## src/rtl/vce_pkg.sv

```systemverilog
`timescale 1ns / 1ps
// ----------------------------------------------------------------------------
// vce_pkg: shared definitions for the voxel chunk RLE encoder
// Chunk geometry, derived widths, section codes and controller/datapath
// command and status groups.
// ----------------------------------------------------------------------------
package vce_pkg;

  localparam int CHUNK_EDGE  = 16;
  localparam int VOXEL_COUNT = CHUNK_EDGE * CHUNK_EDGE * CHUNK_EDGE;
  // Deepest run list that can still win against raw storage
  localparam int RUN_DEPTH   = (VOXEL_COUNT - 1) / 3;
  localparam int HEAD_BYTES  = 5;

  localparam int VOX_AW    = $clog2(VOXEL_COUNT);
  localparam int RUN_AW    = $clog2(RUN_DEPTH);
  localparam int CNT_W     = $clog2(VOXEL_COUNT + 1);
  localparam int RUN_CNT_W = $clog2(RUN_DEPTH + 2);
  localparam int POS_W     = $clog2(VOXEL_COUNT + HEAD_BYTES);
  localparam int TOT_W     = $clog2(VOXEL_COUNT + HEAD_BYTES + 1);
  localparam int RUN_LEN_W = 16;
  localparam int RUN_W     = RUN_LEN_W + 8;

  localparam logic [RUN_LEN_W-1:0] RUN_LIMIT = 16'hFFFF;

  localparam logic       OP_LOAD  = 1'b0;
  localparam logic       OP_FETCH = 1'b1;
  localparam logic [7:0] ENC_RAW  = 8'd0;
  localparam logic [7:0] ENC_RUNS = 8'd1;

  typedef struct packed {
    logic load;   // store a voxel and track runs
    logic fetch;  // launch the memory read for the next section byte
    logic close;  // close the final open run and pick the encoding
    logic emit;   // place the selected byte in the output register
  } vce_cmd_t;

  typedef struct packed {
    logic complete;    // whole chunk loaded; close then picks the encoding
    logic final_load;  // next load is the last voxel of the chunk
    logic slot_free;   // output register free or being taken
    logic last_pos;    // pending byte is the final byte of the section
  } vce_status_t;

endpackage

```

## src/rtl/vce_ctrl.sv

```systemverilog
`timescale 1ns / 1ps
// ----------------------------------------------------------------------------
// vce_ctrl: sequencer of the voxel chunk RLE encoder
// Accepts words, issues datapath commands, closes the last run after the
// final load and waits out the memory read of a fetch.
// ----------------------------------------------------------------------------
module vce_ctrl
  import vce_pkg::*;
(
  input  logic        clk,
  input  logic        rst,
  input  logic        valid,
  input  logic        operation,
  output logic        ready,
  input  vce_status_t status,
  output vce_cmd_t    cmd
);

  typedef enum logic [1:0] {
    S_IDLE,
    S_CLOSE,
    S_READ
  } state_t;

  state_t state;
  state_t state_next;
  logic   accept;

  assign ready  = (state == S_IDLE);
  assign accept = valid && ready;

  always_comb begin
    cmd       = '0;
    cmd.load  = accept && (operation == OP_LOAD) && !status.complete;
    cmd.fetch = accept && (operation == OP_FETCH) && status.complete;
    cmd.close = (state == S_CLOSE);
    cmd.emit  = (state == S_READ) && status.slot_free;
  end

  always_comb begin
    state_next = state;
    case (state)
      S_IDLE: begin
        if (cmd.load && status.final_load) begin
          state_next = S_CLOSE;
        end else if (cmd.fetch) begin
          state_next = S_READ;
        end
      end
      S_CLOSE: state_next = S_IDLE;
      S_READ: begin
        if (status.slot_free) begin
          state_next = S_IDLE;
        end
      end
      default: state_next = S_IDLE;
    endcase
  end

  always_ff @(posedge clk) begin
    if (rst) begin
      state <= S_IDLE;
    end else begin
      state <= state_next;
    end
  end

endmodule

```

## config.mk

```make
export PLATFORM = sky130hd
export DESIGN_NAME = vce_ctrl
export DESIGN_NICKNAME = d
export VERILOG_FILES = /design/src/rtl/vce_pkg.sv /design/src/rtl/vce_ctrl.sv
export SDC_FILE = /design/constraint.sdc
export NUM_CORES = 1
export LEC_CHECK = 0
export BUFFER_PORTS_ARGS = -buffer_cell sky130_fd_sc_hd__buf_2
export CELL_PAD_IN_SITES_DETAIL_PLACEMENT = 0
export CELL_PAD_IN_SITES_GLOBAL_PLACEMENT = 1
export CORE_AREA = 2 2 39 41
export CTS_BUF_LIST = sky130_fd_sc_hd__clkbuf_8 sky130_fd_sc_hd__clkbuf_16
export CTS_CLUSTER_SIZE = 14
export DETAILED_ROUTE_END_ITERATION = 16
export DIE_AREA = 0 0 41 43
export PLACE_DENSITY_LB_ADDON = 0.1
export REMOVE_ABC_BUFFERS = 1
export SYNTH_ARGS = -nofsm -noshare
export SYNTH_HDL_FRONTEND = slang
export SYNTH_SLANG_ARGS = --single-unit
```

## constraint.sdc

```tcl
create_clock -name clk -period 2.1 [get_ports clk]
set_clock_uncertainty 0.15 [all_clocks]
set_input_delay 0.42 -clock clk [delete_from_list [all_inputs] [get_ports clk]]
set_output_delay 0.42 -clock clk [all_outputs]
set_load 0.02 [all_outputs]
```

After elaboration in Yosys (flattened, before gate mapping)

Cells that the tools add are included.

Register bits: 2
Output and inout bits: 5

Equality and inequality tests: 4
Mux-type cells: 4
Bitwise logic cells: 1
Reduce and logical (&&, ||, !) cells: 10

Operators by type and width:

| cell                                                                     | count |
|---|---|
| 1-bit logical AND                                                        | 7 |
| 2-bit two-way mux                                                        | 3 |
| 2-bit one-hot mux with 2 select lines                                    | 1 |
| 3-bit by 1-bit inequality test with 1-bit output (second input constant) | 1 |
| 2-bit by 1-bit == test with 1-bit output (second input constant)         | 1 |
| 2-bit == test (second input constant)                                    | 1 |
| 2-bit zero test                                                          | 1 |
| 2-bit inequality test (second input constant)                            | 1 |
| 2-bit AND reduction                                                      | 1 |
| 1-bit zero test                                                          | 1 |
| 1-bit NOT                                                                | 1 |

Depth between registers and ports, before layout

Depth in word-level cells: 7
Gate-level depth with buffers: 2
Depth with buffers taken out: 2

Worst setup path after synthesis

OpenSTA, ideal clock, no wires.

Path kind: input to output
From: in valid
To: out cmd[2] in the netlist's numbering
Data arrival time: 1096 ps
Required time: 1530 ps
Slack: 434 ps
Cell stages on the path: 2
Buffers on the path: 0
Cell sequence: or3b_4 nor2_1

RTL lines:

| item               | RTL line       | source |
|---|---|---|
| start: declaration | vce_ctrl.sv:12 | `input logic valid,` |
| end: declaration   | vce_ctrl.sv:16 | `output vce_cmd_t cmd` |

==> key figures <==
Power
  – Pwr Density: 865 mW/mm^2
  – Peak supply drop: 154 uV
  – Leak Pwr: roughly 0.12 nW

Global route
  – Vias in the first global route: approximately 150
  – Initial antenna violation count: 0
  – First-pass GRT wire length: between 600 and 700 um
  – GRT Overall Usage: between 5 and 6%
  – Gr ovfl total: 0
  – Pin count of the biggest net entering global routing: 8

STA
  – Final Critical Period: between 1.5 and 2 ns
  – Worst-Margin Slew: 0.211 ns
  – Unrepaired setup endpoints after global routing: false
  – Fin. max-slew vios: 0
  – Hold Fails Final Rpt: 0
  – Setup TNS: 0 ns
  – Crit share post-route: ~87%
  – # setup viols final: 0
  – Slew margin rel.: 85.9%
  – Fmax: 0.550 GHz

Clock tree
  – Clock sink count: 2
  – Post-CTS Hold Buffers: 0
  – Post-CTS setup buffer count: 0
  – TritonCTS buffer count: 3
  – Clk slew on worst S/H paths: roughly 0.03 ns
  – # H-tree levels: 1
  – Bufs on Longest Clock Path: 2
  – Worst-Skew Late Latency: 0.21 ns
  – Root Driver: clkbuf_8
  – # resized after CTS: 0
  – TritonCTS clock tree: built

Placement
  – Placed cell area: 206 sq um
  – Detailed Place HPWL: between 300 and 400 um
  – PortBufs: 11
  – Placer Congestion: a little under 0.6

Worst setup path
  – Slowest stage cell, crit path: or3b_4
  – WP data arrival: ~1.3 ns
  – Required time of the critical path: 1.53 ns
  – Worst-path cell chain: or3b_4, nor2_1, buf_2
  – Crit. End Element: output port
  – Crit path max-delay family: simple AND/OR/NAND/NOR gates
  – Crit start category: flop
  – CP Buf/Inv Count: 1
  – R2r setup slk: approximately 0.84 ns
  – Max stage delay on crit path: 0.42 ns
  – Critical path type: reg2out
  – Crit Path Max Fanout: 6

Cells and area
  – Share of cells above drive strength 1: between 50% and 60%
  – Top reg by flops: state
  – Cell area after layout: 248 sq um
  – Regs by FF count: state (2)
  – Nets: 40
  – # fillers: approximately 160
  – Largest register FFs: 2
  – Area Growth Syn to Fin: 88.6%
  – Diode count: 0

Run status
  – Status: finished, final reports clean

Synth
  – Yosys warnings: 0
  – Synth Instances: 16
  – Mean area per synthesized cell: between 8 and 9 sq um
  – Synth cell types: 12
  – Register area share after synthesis: approximately 30%
  – Mapped Area: roughly 130 sq um
  – Register bit total from synthesis: 2

Die
  – Core footprint: 0.00138 sq mm
  – Die W: between 40 and 50 um
  – Total die area: 0.00176 sq mm
  – DIE HEIGHT: around 43 um
  – I/O pin cnt: 13
  – Initial Utilization: 9.49%
  – Row count: 14

Detailed routing
  – Starting DRT DRC Count: 1
  – Post-route DRC: 0
  – Wire length per cell: 8.93 um
  – Number of antenna-violating nets in the routed design: 0
  – Mean number of vias per cell: between 3 and 4
  – Drt pass-1 iters: 2
  – Final wirelength: slightly above 400 um
  – DR vias: between 150 and 200

Job
  – MaxCap Viol Count: 0

Min path
  – Min-delay worst type: in2reg
-- cells by family after synthesis --
group / Yosys count / share of synthesized area, %
AO/OA/AOI/OAI: 1 / 5.72
AND/OR/NAND/NOR: 13 / 63.8
flip-flops: 2 / 30.5
-- where the power goes --
group	switching, W	internal (W)
Combinational	0.0000117	0.0000121
Sequential	0.00000169	0.0000394
Clock	0.0000283	0.000121
Total	0.0000417	0.000173
-- layout by cell type (no fill, tap or decap) --
master and n:
nor2b_1 1, a211oi_1 1, and3b_2 1, or3b_4 1, or2_2 1, dfxtp_1 2
nand2_1 1, nand2b_1 2, nand4b_1 1, nor2_1 3, buf_2 11, nor3b_1 1
clkbuf_8 3, nor4_1 1
-- Yosys cell counts, drive strengths merged --
cell type / n / area (sq um)
nor4: 1 / 6.26
and3b: 1 / 10.0
a211oi: 1 / 7.51
or2: 1 / 6.26
nor2b: 1 / 6.26
dfxtp: 2 / 40.0
nand2b: 2 / 12.5
nor2: 3 / 11.3
nor3b: 1 / 7.51
or3b: 1 / 11.3
nand2: 1 / 3.75
nand4b: 1 / 8.76
-- metrics by stage --
step	total power [W]	setup WS [ns]	util, %	instances	hold slack, ns
2_1_floorplan	0.0000542	0.434	-	16	0.315
3_3_place_gp	0.0000656	0.376	14.9	43	0.384
3_5_place_dp	0.0000657	0.376	14.9	43	0.380
4_1_cts	0.000222	0.261	17.9	46	0.232
5_1_grt	0.000223	0.215	17.9	46	0.247
6_report	0.000214	0.281	17.9	46	0.236
-- per-layer routing --
metal,wire [um],part of all wire [%],track usage (%)
met1,182,44,7.03
met5,0,0,0
met3,65,16,3.14
met2,163,40,6.25
met4,0,0,6.00
-- final cells by class --
cell class                      count  area [sq um]  area share [%]
Tap cell                           16          20.0            8.08
Sequential cell                     2          40.0            16.2
Multi-Input combinational cell     14          91.3            36.9
Clock buffer                        3          41.3            16.7
Timing Repair Buffer               11          55.1            22.2
-- final timing paths --
path | depth (start not counted) | from | end
min reg2reg | 1 | state[0] | state[1]
min | 2 | rst | state[1]
max reg2reg | 2 | state[0] | state[0]
max | 3 | state[0] | cmd[2]
No activity file was read; power rests on OpenSTA's default activity.
